`src/hdl/pfa_pkg.sv`:
```
// ============================================================================
// pfa_pkg: shared types and constants of the page frame allocator
// Frame table geometry, address windows, operation and status codes, and the
// command, result and frame-table port structs.
// ============================================================================
package pfa_pkg;

    localparam int NUM_FRAMES  = 65536;
    localparam int FRAME_IDX_W = $clog2(NUM_FRAMES);
    localparam int FRAME_CNT_W = FRAME_IDX_W + 1;
    localparam int PAGE_SHIFT  = 12;
    localparam int PAGE_NUM_W  = 32 - PAGE_SHIFT;
    localparam int COUNT_W     = 17;
    localparam int FLAG_W      = 2;

    // byte span of a region and page bound of a walk
    localparam int SPAN_W = 33;
    localparam int END_W  = PAGE_NUM_W + 2;

    localparam logic [FRAME_IDX_W-1:0] LAST_FRAME = FRAME_IDX_W'(NUM_FRAMES - 1);
    localparam logic [31:0] PAGE_MASK = 32'h0000_0FFF;

    // per-frame flags
    localparam int FLAG_AVAIL_BIT = 0;
    localparam int FLAG_USED_BIT  = 1;
    localparam logic [FLAG_W-1:0] FLAG_NONE  = 2'b00;
    localparam logic [FLAG_W-1:0] FLAG_AVAIL = 2'b01;
    localparam logic [FLAG_W-1:0] FLAG_USED  = 2'b10;
    localparam logic [FLAG_W-1:0] FLAG_ALLOC = 2'b11;

    // frames whose base falls in these windows are never added
    localparam logic [31:0] MIN_REGION_BASE = 32'h0010_0000;
    localparam logic [31:0] LOW_WIN_LO      = 32'h0010_0000;
    localparam logic [31:0] LOW_WIN_HI      = 32'h0100_0000;
    localparam logic [31:0] HOLE_WIN_LO     = 32'h00F0_0000;
    localparam logic [31:0] HOLE_WIN_HI     = 32'h00FF_FFFF;
    localparam logic [31:0] HIGH_WIN_LO     = 32'hC000_0000;
    localparam logic [31:0] HIGH_WIN_HI     = 32'hFFFF_FFFF;

    // operation codes
    localparam logic [1:0] OP_REGION = 2'd0;
    localparam logic [1:0] OP_ALLOC  = 2'd1;
    localparam logic [1:0] OP_FREE   = 2'd2;
    localparam logic [1:0] OP_NOP    = 2'd3;

    // status codes
    localparam logic [1:0] STATUS_OK        = 2'd0;
    localparam logic [1:0] STATUS_NO_MEMORY = 2'd1;
    localparam logic [1:0] STATUS_NO_RUN    = 2'd2;
    localparam logic [1:0] STATUS_NULL_FREE = 2'd3;

    typedef struct packed {
        logic [1:0]         op;
        logic [31:0]        address;
        logic [31:0]        length_bytes;
        logic               region_usable;
        logic [COUNT_W-1:0] frame_count;
    } pfa_cmd_t;

    typedef struct packed {
        logic [31:0]        base_address;
        logic [1:0]         status;
        logic [COUNT_W-1:0] total_frames;
        logic [COUNT_W-1:0] used_frames;
    } pfa_result_t;

    typedef struct packed {
        logic                   we;
        logic [FRAME_IDX_W-1:0] waddr;
        logic [FLAG_W-1:0]      wdata;
        logic [FRAME_IDX_W-1:0] raddr;
    } pfa_ram_req_t;

endpackage

```
`src/hdl/pfa_engine.sv`:
```
// ============================================================================
// pfa_engine: allocator sequencer
// Clears the flag table after reset, then runs each command that touches frames
// as a walk over the table: one read issued per cycle, read-modify-write in the cycle after.
// ============================================================================
module pfa_engine
    import pfa_pkg::*;
(
    input  logic              clk,
    input  logic              rst_n,
    input  logic              start,
    input  pfa_cmd_t          cmd,
    input  logic [31:0]       image_top,
    output logic              busy,
    output logic              done,
    output pfa_result_t       result,
    output pfa_ram_req_t      ram_req,
    input  logic [FLAG_W-1:0] ram_rdata
);

    typedef enum logic [6:0] {
        ST_CLEAR = 7'b0000001,
        ST_IDLE  = 7'b0000010,
        ST_PREP  = 7'b0000100,
        ST_BOUND = 7'b0001000,
        ST_WALK  = 7'b0010000,
        ST_MARK  = 7'b0100000,
        ST_DONE  = 7'b1000000
    } pfa_state_t;

    typedef enum logic [1:0] {
        MODE_ADD,
        MODE_DISABLE,
        MODE_FREE,
        MODE_SEARCH
    } pfa_mode_t;

    pfa_state_t             state_reg, state_next;
    pfa_cmd_t               cmd_reg, cmd_next;
    logic [31:0]            aligned_reg, aligned_next;
    pfa_mode_t              mode_reg, mode_next;
    logic [SPAN_W-1:0]      span_reg, span_next;
    logic [PAGE_NUM_W-1:0]  start_reg, start_next;
    logic [FRAME_CNT_W-1:0] cur_reg, cur_next;
    logic [FRAME_CNT_W-1:0] limit_reg, limit_next;
    logic                   pend_valid_reg, pend_valid_next;
    logic [FRAME_IDX_W-1:0] pend_idx_reg, pend_idx_next;
    logic [FRAME_CNT_W-1:0] run_reg, run_next;
    logic [FRAME_IDX_W-1:0] off_reg, off_next;
    logic [FRAME_CNT_W-1:0] pool_reg, pool_next;
    logic [31:0]            used_reg, used_next;
    logic                   fgv_reg, fgv_next;
    logic [FRAME_IDX_W-1:0] fgi_reg, fgi_next;
    logic [1:0]             status_reg, status_next;
    logic [31:0]            base_reg, base_next;
    logic                   done_reg, done_next;
    pfa_result_t            result_reg, result_next;

    logic [31:0]            pend_base;
    logic [31:0]            off_base;
    logic                   excluded;
    logic [PAGE_NUM_W-1:0]  dis_pages;
    logic [END_W-1:0]       end_pages;
    logic [FRAME_CNT_W-1:0] run_inc;
    logic [FRAME_IDX_W-1:0] off_start;
    logic                   found;

    assign pend_base = 32'({pend_idx_reg, {PAGE_SHIFT{1'b0}}});
    assign off_base  = 32'({off_reg, {PAGE_SHIFT{1'b0}}});

    assign excluded = (pend_base >= LOW_WIN_LO  && pend_base <= LOW_WIN_HI)
                   || (pend_base >= HOLE_WIN_LO && pend_base <= HOLE_WIN_HI)
                   || (pend_base >= HIGH_WIN_LO && pend_base <= HIGH_WIN_HI)
                   || (pend_base <= image_top);

    // disabling always covers at least one frame
    assign dis_pages = (cmd_reg.length_bytes[31:PAGE_SHIFT] == '0) ?
                       PAGE_NUM_W'(1) : cmd_reg.length_bytes[31:PAGE_SHIFT];

    // region adds stop at the first frame whose base reaches the byte end
    assign end_pages = (mode_reg == MODE_ADD) ?
                       (END_W'(span_reg[SPAN_W-1:PAGE_SHIFT])
                        + END_W'(|span_reg[PAGE_SHIFT-1:0])) :
                       span_reg[END_W-1:0];

    assign run_inc   = run_reg + FRAME_CNT_W'(1);
    assign off_start = (run_reg == '0) ? pend_idx_reg : off_reg;

    always_comb
    begin
        state_next      = state_reg;
        cmd_next        = cmd_reg;
        aligned_next    = aligned_reg;
        mode_next       = mode_reg;
        span_next       = span_reg;
        start_next      = start_reg;
        cur_next        = cur_reg;
        limit_next      = limit_reg;
        pend_valid_next = 1'b0;
        pend_idx_next   = pend_idx_reg;
        run_next        = run_reg;
        off_next        = off_reg;
        pool_next       = pool_reg;
        used_next       = used_reg;
        fgv_next        = fgv_reg;
        fgi_next        = fgi_reg;
        status_next     = status_reg;
        base_next       = base_reg;
        done_next       = 1'b0;
        result_next     = result_reg;
        found           = 1'b0;

        ram_req.we    = 1'b0;
        ram_req.waddr = pend_idx_reg;
        ram_req.wdata = FLAG_NONE;
        ram_req.raddr = cur_reg[FRAME_IDX_W-1:0];

        case (state_reg)
            ST_CLEAR:
            begin
                ram_req.we    = 1'b1;
                ram_req.waddr = cur_reg[FRAME_IDX_W-1:0];
                cur_next      = cur_reg + FRAME_CNT_W'(1);
                if (cur_reg[FRAME_IDX_W-1:0] == LAST_FRAME)
                begin
                    cur_next   = '0;
                    state_next = ST_IDLE;
                end
            end

            ST_IDLE:
            begin
                if (start)
                begin
                    cmd_next     = cmd;
                    aligned_next = (cmd.address + PAGE_MASK) & ~PAGE_MASK;
                    state_next   = ST_PREP;
                end
            end

            ST_PREP:
            begin
                base_next   = '0;
                status_next = STATUS_OK;
                case (cmd_reg.op)
                    OP_REGION:
                    begin
                        start_next = aligned_reg[31:PAGE_SHIFT];
                        if (cmd_reg.region_usable && aligned_reg >= MIN_REGION_BASE)
                        begin
                            mode_next = MODE_ADD;
                            span_next = SPAN_W'(aligned_reg)
                                      + SPAN_W'(cmd_reg.length_bytes);
                        end
                        else
                        begin
                            mode_next = MODE_DISABLE;
                            span_next = SPAN_W'(aligned_reg[31:PAGE_SHIFT])
                                      + SPAN_W'(dis_pages);
                        end
                        state_next = ST_BOUND;
                    end

                    OP_ALLOC:
                    begin
                        start_next = '0;
                        if (cmd_reg.frame_count == '0)
                        begin
                            state_next = ST_DONE;
                        end
                        else if (SPAN_W'(used_reg) + SPAN_W'(cmd_reg.frame_count)
                                 >= SPAN_W'(pool_reg))
                        begin
                            status_next = STATUS_NO_MEMORY;
                            state_next  = ST_DONE;
                        end
                        else
                        begin
                            mode_next  = MODE_SEARCH;
                            span_next  = SPAN_W'(fgi_reg) + SPAN_W'(pool_reg);
                            state_next = ST_BOUND;
                        end
                    end

                    OP_FREE:
                    begin
                        if (cmd_reg.address == '0)
                        begin
                            status_next = STATUS_NULL_FREE;
                            state_next  = ST_DONE;
                        end
                        else
                        begin
                            mode_next  = MODE_FREE;
                            start_next = cmd_reg.address[31:PAGE_SHIFT];
                            span_next  = SPAN_W'(cmd_reg.address[31:PAGE_SHIFT])
                                       + SPAN_W'(cmd_reg.frame_count);
                            state_next = ST_BOUND;
                        end
                    end

                    default:
                    begin
                        state_next = ST_DONE;
                    end
                endcase
            end

            ST_BOUND:
            begin
                if (end_pages > END_W'(NUM_FRAMES))
                begin
                    limit_next = FRAME_CNT_W'(NUM_FRAMES);
                end
                else
                begin
                    limit_next = end_pages[FRAME_CNT_W-1:0];
                end
                // a start beyond the table walks nothing
                if (END_W'(start_reg) >= END_W'(NUM_FRAMES))
                begin
                    limit_next = '0;
                    cur_next   = '0;
                end
                else
                begin
                    cur_next = FRAME_CNT_W'(start_reg);
                end
                run_next   = '0;
                state_next = ST_WALK;
            end

            ST_WALK:
            begin
                if (pend_valid_reg)
                begin
                    case (mode_reg)
                        MODE_ADD:
                        begin
                            if (!excluded && !ram_rdata[FLAG_AVAIL_BIT])
                            begin
                                ram_req.we    = 1'b1;
                                ram_req.wdata = FLAG_AVAIL;
                                pool_next     = pool_reg + FRAME_CNT_W'(1);
                                if (!fgv_reg)
                                begin
                                    fgv_next = 1'b1;
                                    fgi_next = pend_idx_reg;
                                end
                            end
                        end

                        MODE_DISABLE:
                        begin
                            ram_req.we    = 1'b1;
                            ram_req.wdata = FLAG_NONE;
                            if (ram_rdata[FLAG_AVAIL_BIT])
                            begin
                                pool_next = pool_reg - FRAME_CNT_W'(1);
                            end
                        end

                        MODE_FREE:
                        begin
                            if (ram_rdata[FLAG_USED_BIT])
                            begin
                                ram_req.we    = 1'b1;
                                ram_req.wdata = ram_rdata & ~FLAG_USED;
                                used_next     = used_reg - 32'd1;
                            end
                        end

                        MODE_SEARCH:
                        begin
                            if (!ram_rdata[FLAG_AVAIL_BIT] || ram_rdata[FLAG_USED_BIT])
                            begin
                                run_next = '0;
                            end
                            else
                            begin
                                off_next = off_start;
                                run_next = run_inc;
                                if (32'(run_inc) >= 32'(cmd_reg.frame_count))
                                begin
                                    found = 1'b1;
                                end
                            end
                        end

                        default:
                        begin
                        end
                    endcase
                end

                if (found)
                begin
                    // the read already in flight is dropped
                    cur_next   = FRAME_CNT_W'(off_start);
                    state_next = ST_MARK;
                end
                else if (cur_reg < limit_reg)
                begin
                    pend_valid_next = 1'b1;
                    pend_idx_next   = cur_reg[FRAME_IDX_W-1:0];
                    cur_next        = cur_reg + FRAME_CNT_W'(1);
                end
                else if (!pend_valid_reg)
                begin
                    if (mode_reg == MODE_SEARCH)
                    begin
                        status_next = STATUS_NO_RUN;
                    end
                    state_next = ST_DONE;
                end
            end

            ST_MARK:
            begin
                ram_req.we    = 1'b1;
                ram_req.waddr = cur_reg[FRAME_IDX_W-1:0];
                ram_req.wdata = FLAG_ALLOC;
                cur_next      = cur_reg + FRAME_CNT_W'(1);
                run_next      = run_reg - FRAME_CNT_W'(1);
                if (run_reg == FRAME_CNT_W'(1))
                begin
                    used_next  = used_reg + 32'(cmd_reg.frame_count);
                    base_next  = off_base;
                    state_next = ST_DONE;
                end
            end

            ST_DONE:
            begin
                done_next                = 1'b1;
                result_next.base_address = base_reg;
                result_next.status       = status_reg;
                result_next.total_frames = COUNT_W'(32'(pool_reg));
                result_next.used_frames  = used_reg[COUNT_W-1:0];
                state_next               = ST_IDLE;
            end

            default:
            begin
                state_next = ST_IDLE;
            end
        endcase
    end

    always_ff @(posedge clk or negedge rst_n)
    begin
        if (!rst_n)
        begin
            state_reg      <= ST_CLEAR;
            cur_reg        <= '0;
            pend_valid_reg <= 1'b0;
            pool_reg       <= '0;
            used_reg       <= '0;
            fgv_reg        <= 1'b0;
            fgi_reg        <= '0;
            done_reg       <= 1'b0;
        end
        else
        begin
            state_reg      <= state_next;
            cur_reg        <= cur_next;
            pend_valid_reg <= pend_valid_next;
            pool_reg       <= pool_next;
            used_reg       <= used_next;
            fgv_reg        <= fgv_next;
            fgi_reg        <= fgi_next;
            done_reg       <= done_next;
        end
    end

    always_ff @(posedge clk)
    begin
        cmd_reg      <= cmd_next;
        aligned_reg  <= aligned_next;
        mode_reg     <= mode_next;
        span_reg     <= span_next;
        start_reg    <= start_next;
        limit_reg    <= limit_next;
        pend_idx_reg <= pend_idx_next;
        run_reg      <= run_next;
        off_reg      <= off_next;
        status_reg   <= status_next;
        base_reg     <= base_next;
        result_reg   <= result_next;
    end

    assign busy   = (state_reg != ST_IDLE);
    assign done   = done_reg;
    assign result = result_reg;

endmodule

```
`config.mk`:
```
export PLATFORM = sky130hd
export DESIGN_NAME = pfa_engine
export DESIGN_NICKNAME = d
export VERILOG_FILES = /design/src/hdl/pfa_pkg.sv /design/src/hdl/pfa_engine.sv
export SDC_FILE = /design/constraint.sdc
export NUM_CORES = 1
export LEC_CHECK = 0
export BUFFER_PORTS_ARGS = -buffer_cell sky130_fd_sc_hd__buf_2
export CORE_MARGIN = 1
export CORE_UTILIZATION = 56
export CTS_BUF_LIST = sky130_fd_sc_hd__clkbuf_8
export CTS_CLUSTER_DIAMETER = 150
export DETAILED_ROUTE_END_ITERATION = 6
export PLACE_DENSITY = 0.76
export SLEW_MARGIN = 10
export SYNTH_ARGS = -nofsm -noshare
export SYNTH_HDL_FRONTEND = slang
export SYNTH_SLANG_ARGS = --single-unit
```
`constraint.sdc`:
```
create_clock -name clk -period 11.7 [get_ports clk]
set_input_delay 1.17 -clock clk [delete_from_list [all_inputs] [get_ports clk]]
set_output_delay 1.17 -clock clk [all_outputs]
set_load 0.005 [all_outputs]
```
==> impl_results.md <==
- Wirelength per Cell: 22.6 um
- WP data required: 12220 ps
- Worst path bufs/invs: 0
- Switching Power: 0.00154 W
- Drt total wl: 74.6 mm
- H-tree depth: 3
- Worst skew pair latency: 650 ps
- Pleak: 11.8 nW
- I/O Pins: 226
- Worst Hold Launch: base_reg[12]
- Synth area leaders: edfxtp_1, ha_1, dfrtp_1, xnor2_1, a21oi_1
- Initial antenna violation count: 1
- GR Overflow Total: 0
- Min-Delay Path Depth: 0
- Die Ht: 215 um
- Main synth FF type: edfxtp_1
- Yosys warns: 0
- IO Port Bufs: 209
- Width of the die: 215 um
- Row Count: 77
- Peak Freq: 0.163 GHz
- Hold path endpoint: result[48]
- Worst vdd ir: 0.139 mV
- Setup Viol. Count Final: 0
- Critical path arrival: 6650 ps
- CP peak stage delay: 780 ps
- Post-DP HPWL: 56.5 mm
- Cell family with most CP delay: simple AND/OR/NAND/NOR gates
- Post-CTS setup buffers: 0
- Post-synth ARST share: 23.8%
- Slew @ Worst Pin: 1090 ps
- Worst setup SP type: register
- Switch share: 35.7%
- Cts hold-fix bufs: 0
- Vias: 20700
- Worst-path maximum fanout: 17
- Most common cell in the synthesized netlist: edfxtp_1
- Pre-CTS setup slack: 5760 ps
- Post-Syn Area: 25300 um^2
- Clock transition at the registers of the reported paths: 70 ps
- DRC errors left: 0
- Inst Count DP: 3182
- Top cell type's share of synthesized area: 35.0%
- FILL cells: 3591
- DR iter-0 viols: 2059
- Slowest CP cell: or4_1
- Global-route wire length before repair: 115 mm
- TritonCTS Buffers: 67
- Most frequent cells after synthesis: edfxtp_1, ha_1, nand2_1, inv_1, nor2_1
- Yosys cell types: 92
- Largest net degree at the start of global routing: 83
- Synth Register Bits: 387
- Max cap viols: 0
- Worst reg2reg path startpoint: run_reg[0]
- Hold Fails Final Rpt: 0
- Final Max Tran Viols: 0
- Clk root buf: clkbuf_8
- Setup crit end kind: register
- Initial core utilization: 57.0%
- Post-CTS sizing: 0
- Nets: 2999
- CTS sink count: 387
- DIE AREA: 46000 um^2
- Worst Skew: 24.4 ps
- Final WS setup: 5570 ps
- RSZ-0062 raised after global routing: false
- Hold Path Class: reg2reg
- Pwr dens: 155 nW/um^2
- Max clock buf depth: 3
- CP Class: reg2reg
- Initial DRT Pass Iterations: 6
- Period utilization: 52.4%
- Sequential-to-total area share from yosys stat: 44.1%
- Synth-to-layout area growth: 9.99%
- Status: completed
- Worst reg-to-reg path cell count: 19
- R2R Setup Slk: 5570 ps
- Setup TNS: 0 ps
- CP Cell Sequence: ha_1, nand3_1, or2_2, nor2_1, and3_1, and3_1, nand3_1, xnor2_1, ha_1, nand4_1, nor4_1, a211o_1, a21o_1, a21oi_1, o21ai_0, or4_1, nand2_1, a21o_1, mux2_2
- Gpl congestion: 0.967
- Post-synth EDFFs: 295
- Vias per std cell: 6.27
- Internal power: 0.00278 W
- Seq pwr share: 43.7%
- Max reg flops: 84
- Syn Inst Count: 2489
- Top cell type by total area after synthesis: edfxtp_1
- Total track usage: 32.2%
- Avg Cell Area, Syn: 10.2 um^2
- Logic pwr share: 29.5%
- Core ar.: 44400 um^2
- Slew margin rel.: 27.1%
- CTS tree: built
- Finished Layout Cells: 3298
- Vias in the first global route: 19700
- Min Clock Period, post-route: 6130 ps
- Antenna viol nets, final: 0
- Reg-to-Reg End: cur_reg[1]
- Clock share of power: 26.8%
- Layout cell share with drive strength beyond 1: 14.9%
## cell usage in the layout (no fill, tap or decap), types with 21 or more instances in the layout
cell type,n
a211oi_1,34
a21o_1,62
a21oi_1,145
a221oi_1,32
a31oi_1,29
and2_1,35
and3_1,28
buf_2,208
clkbuf_8,73
dfrtp_1,91
edfxtp_1,295
ha_1,212
inv_1,168
mux2_2,52
nand2_1,186
nand2b_1,21
nand3_1,69
nand4_1,36
nor2_1,146
nor3_1,55
nor4_1,41
o21ai_0,139
or3_1,21
xnor2_1,85
xor2_1,67
## area by class of cell
class                      instances  area (um^2)  area share [%]
inverter                         149          559            2.01
multi-input combinational       1827        13000            46.6
clock inverter                    42          206           0.742
tap                              592          741            2.66
antenna                            1         2.50         0.00899
clock buffer                      73         1000            3.61
timing repair buffer             227         1180            4.25
sequential                       387        11200            40.1
## metrics by stage
stage	hold WS, ps	total power (W)	cell area (um^2)	utilization (%)
floorplan	400	0.00274	25400	-
global placement	402	0.00311	26600	59.9
detailed placement	408	0.00315	26600	59.9
CTS	409	0.00431	27800	62.7
global route	429	0.00453	27800	62.7
finish	411	0.00433	27800	62.7
## kinds of logic after synthesis
kind of cell / share of synthesized area [%]
xor gates and xnor gates: 5.26
buffers and inverters: 4.93
and+or+nand+nor: 14.3
muxes: 2.91
DFF: 44.1
AOI/OAI and AO/OA: 17.4
other: 0.0148
adders and majority gates: 11.0
## worst register-to-register path: stages, from the launching register on
cell and delay [ps]:
edfxtp_1 580, ha_1 280, nand3_1 80, or2_2 330, nor2_1 270, and3_1 270
and3_1 250, nand3_1 180, xnor2_1 190, ha_1 320, nand4_1 100, nor4_1 50
a211o_1 270, a21o_1 180, a21oi_1 140, o21ai_0 140, or4_1 780, nand2_1 570
a21o_1 640, mux2_2 410
## power groups by stage
stage	combinational [W]	clock, W	sequential, W
after floorplan	0.000921	0	0.00182
after global placement	0.00121	0	0.00191
after detailed placement	0.00124	0	0.00191
after CTS	0.00125	0.00118	0.00188
after global routing	0.00140	0.00124	0.00190
final	0.00128	0.00116	0.00189
## metal layers
metal | up-vias | routed length (um) | global-route usage, % | share of wire (%)
met2 | 999 | 33600 | 50.0 | 45
met1 | 9912 | 31900 | 44.6 | 43
met4 | 2 | 2420 | 11.8 | 3.2
met3 | 147 | 6760 | 6.67 | 9.1
met5 | - | 13 | 0 | 0.017
li1 | 9622 | - | - | -
## worst max path at each step
stage | from | end | slack, ps | cells past startpoint
global placement | run_reg[0] | cur_reg[1] | 5820 | 19
global route | run_reg[0] | cur_reg[1] | 5240 | 19
finish | run_reg[0] | cur_reg[1] | 5570 | 19
CTS | run_reg[0] | cur_reg[1] | 5720 | 19
floorplan | start | aligned_reg[12] | 5620 | 2
detailed placement | run_reg[0] | cur_reg[0] | 5760 | 19
Power figures use the tool's default switching activity.
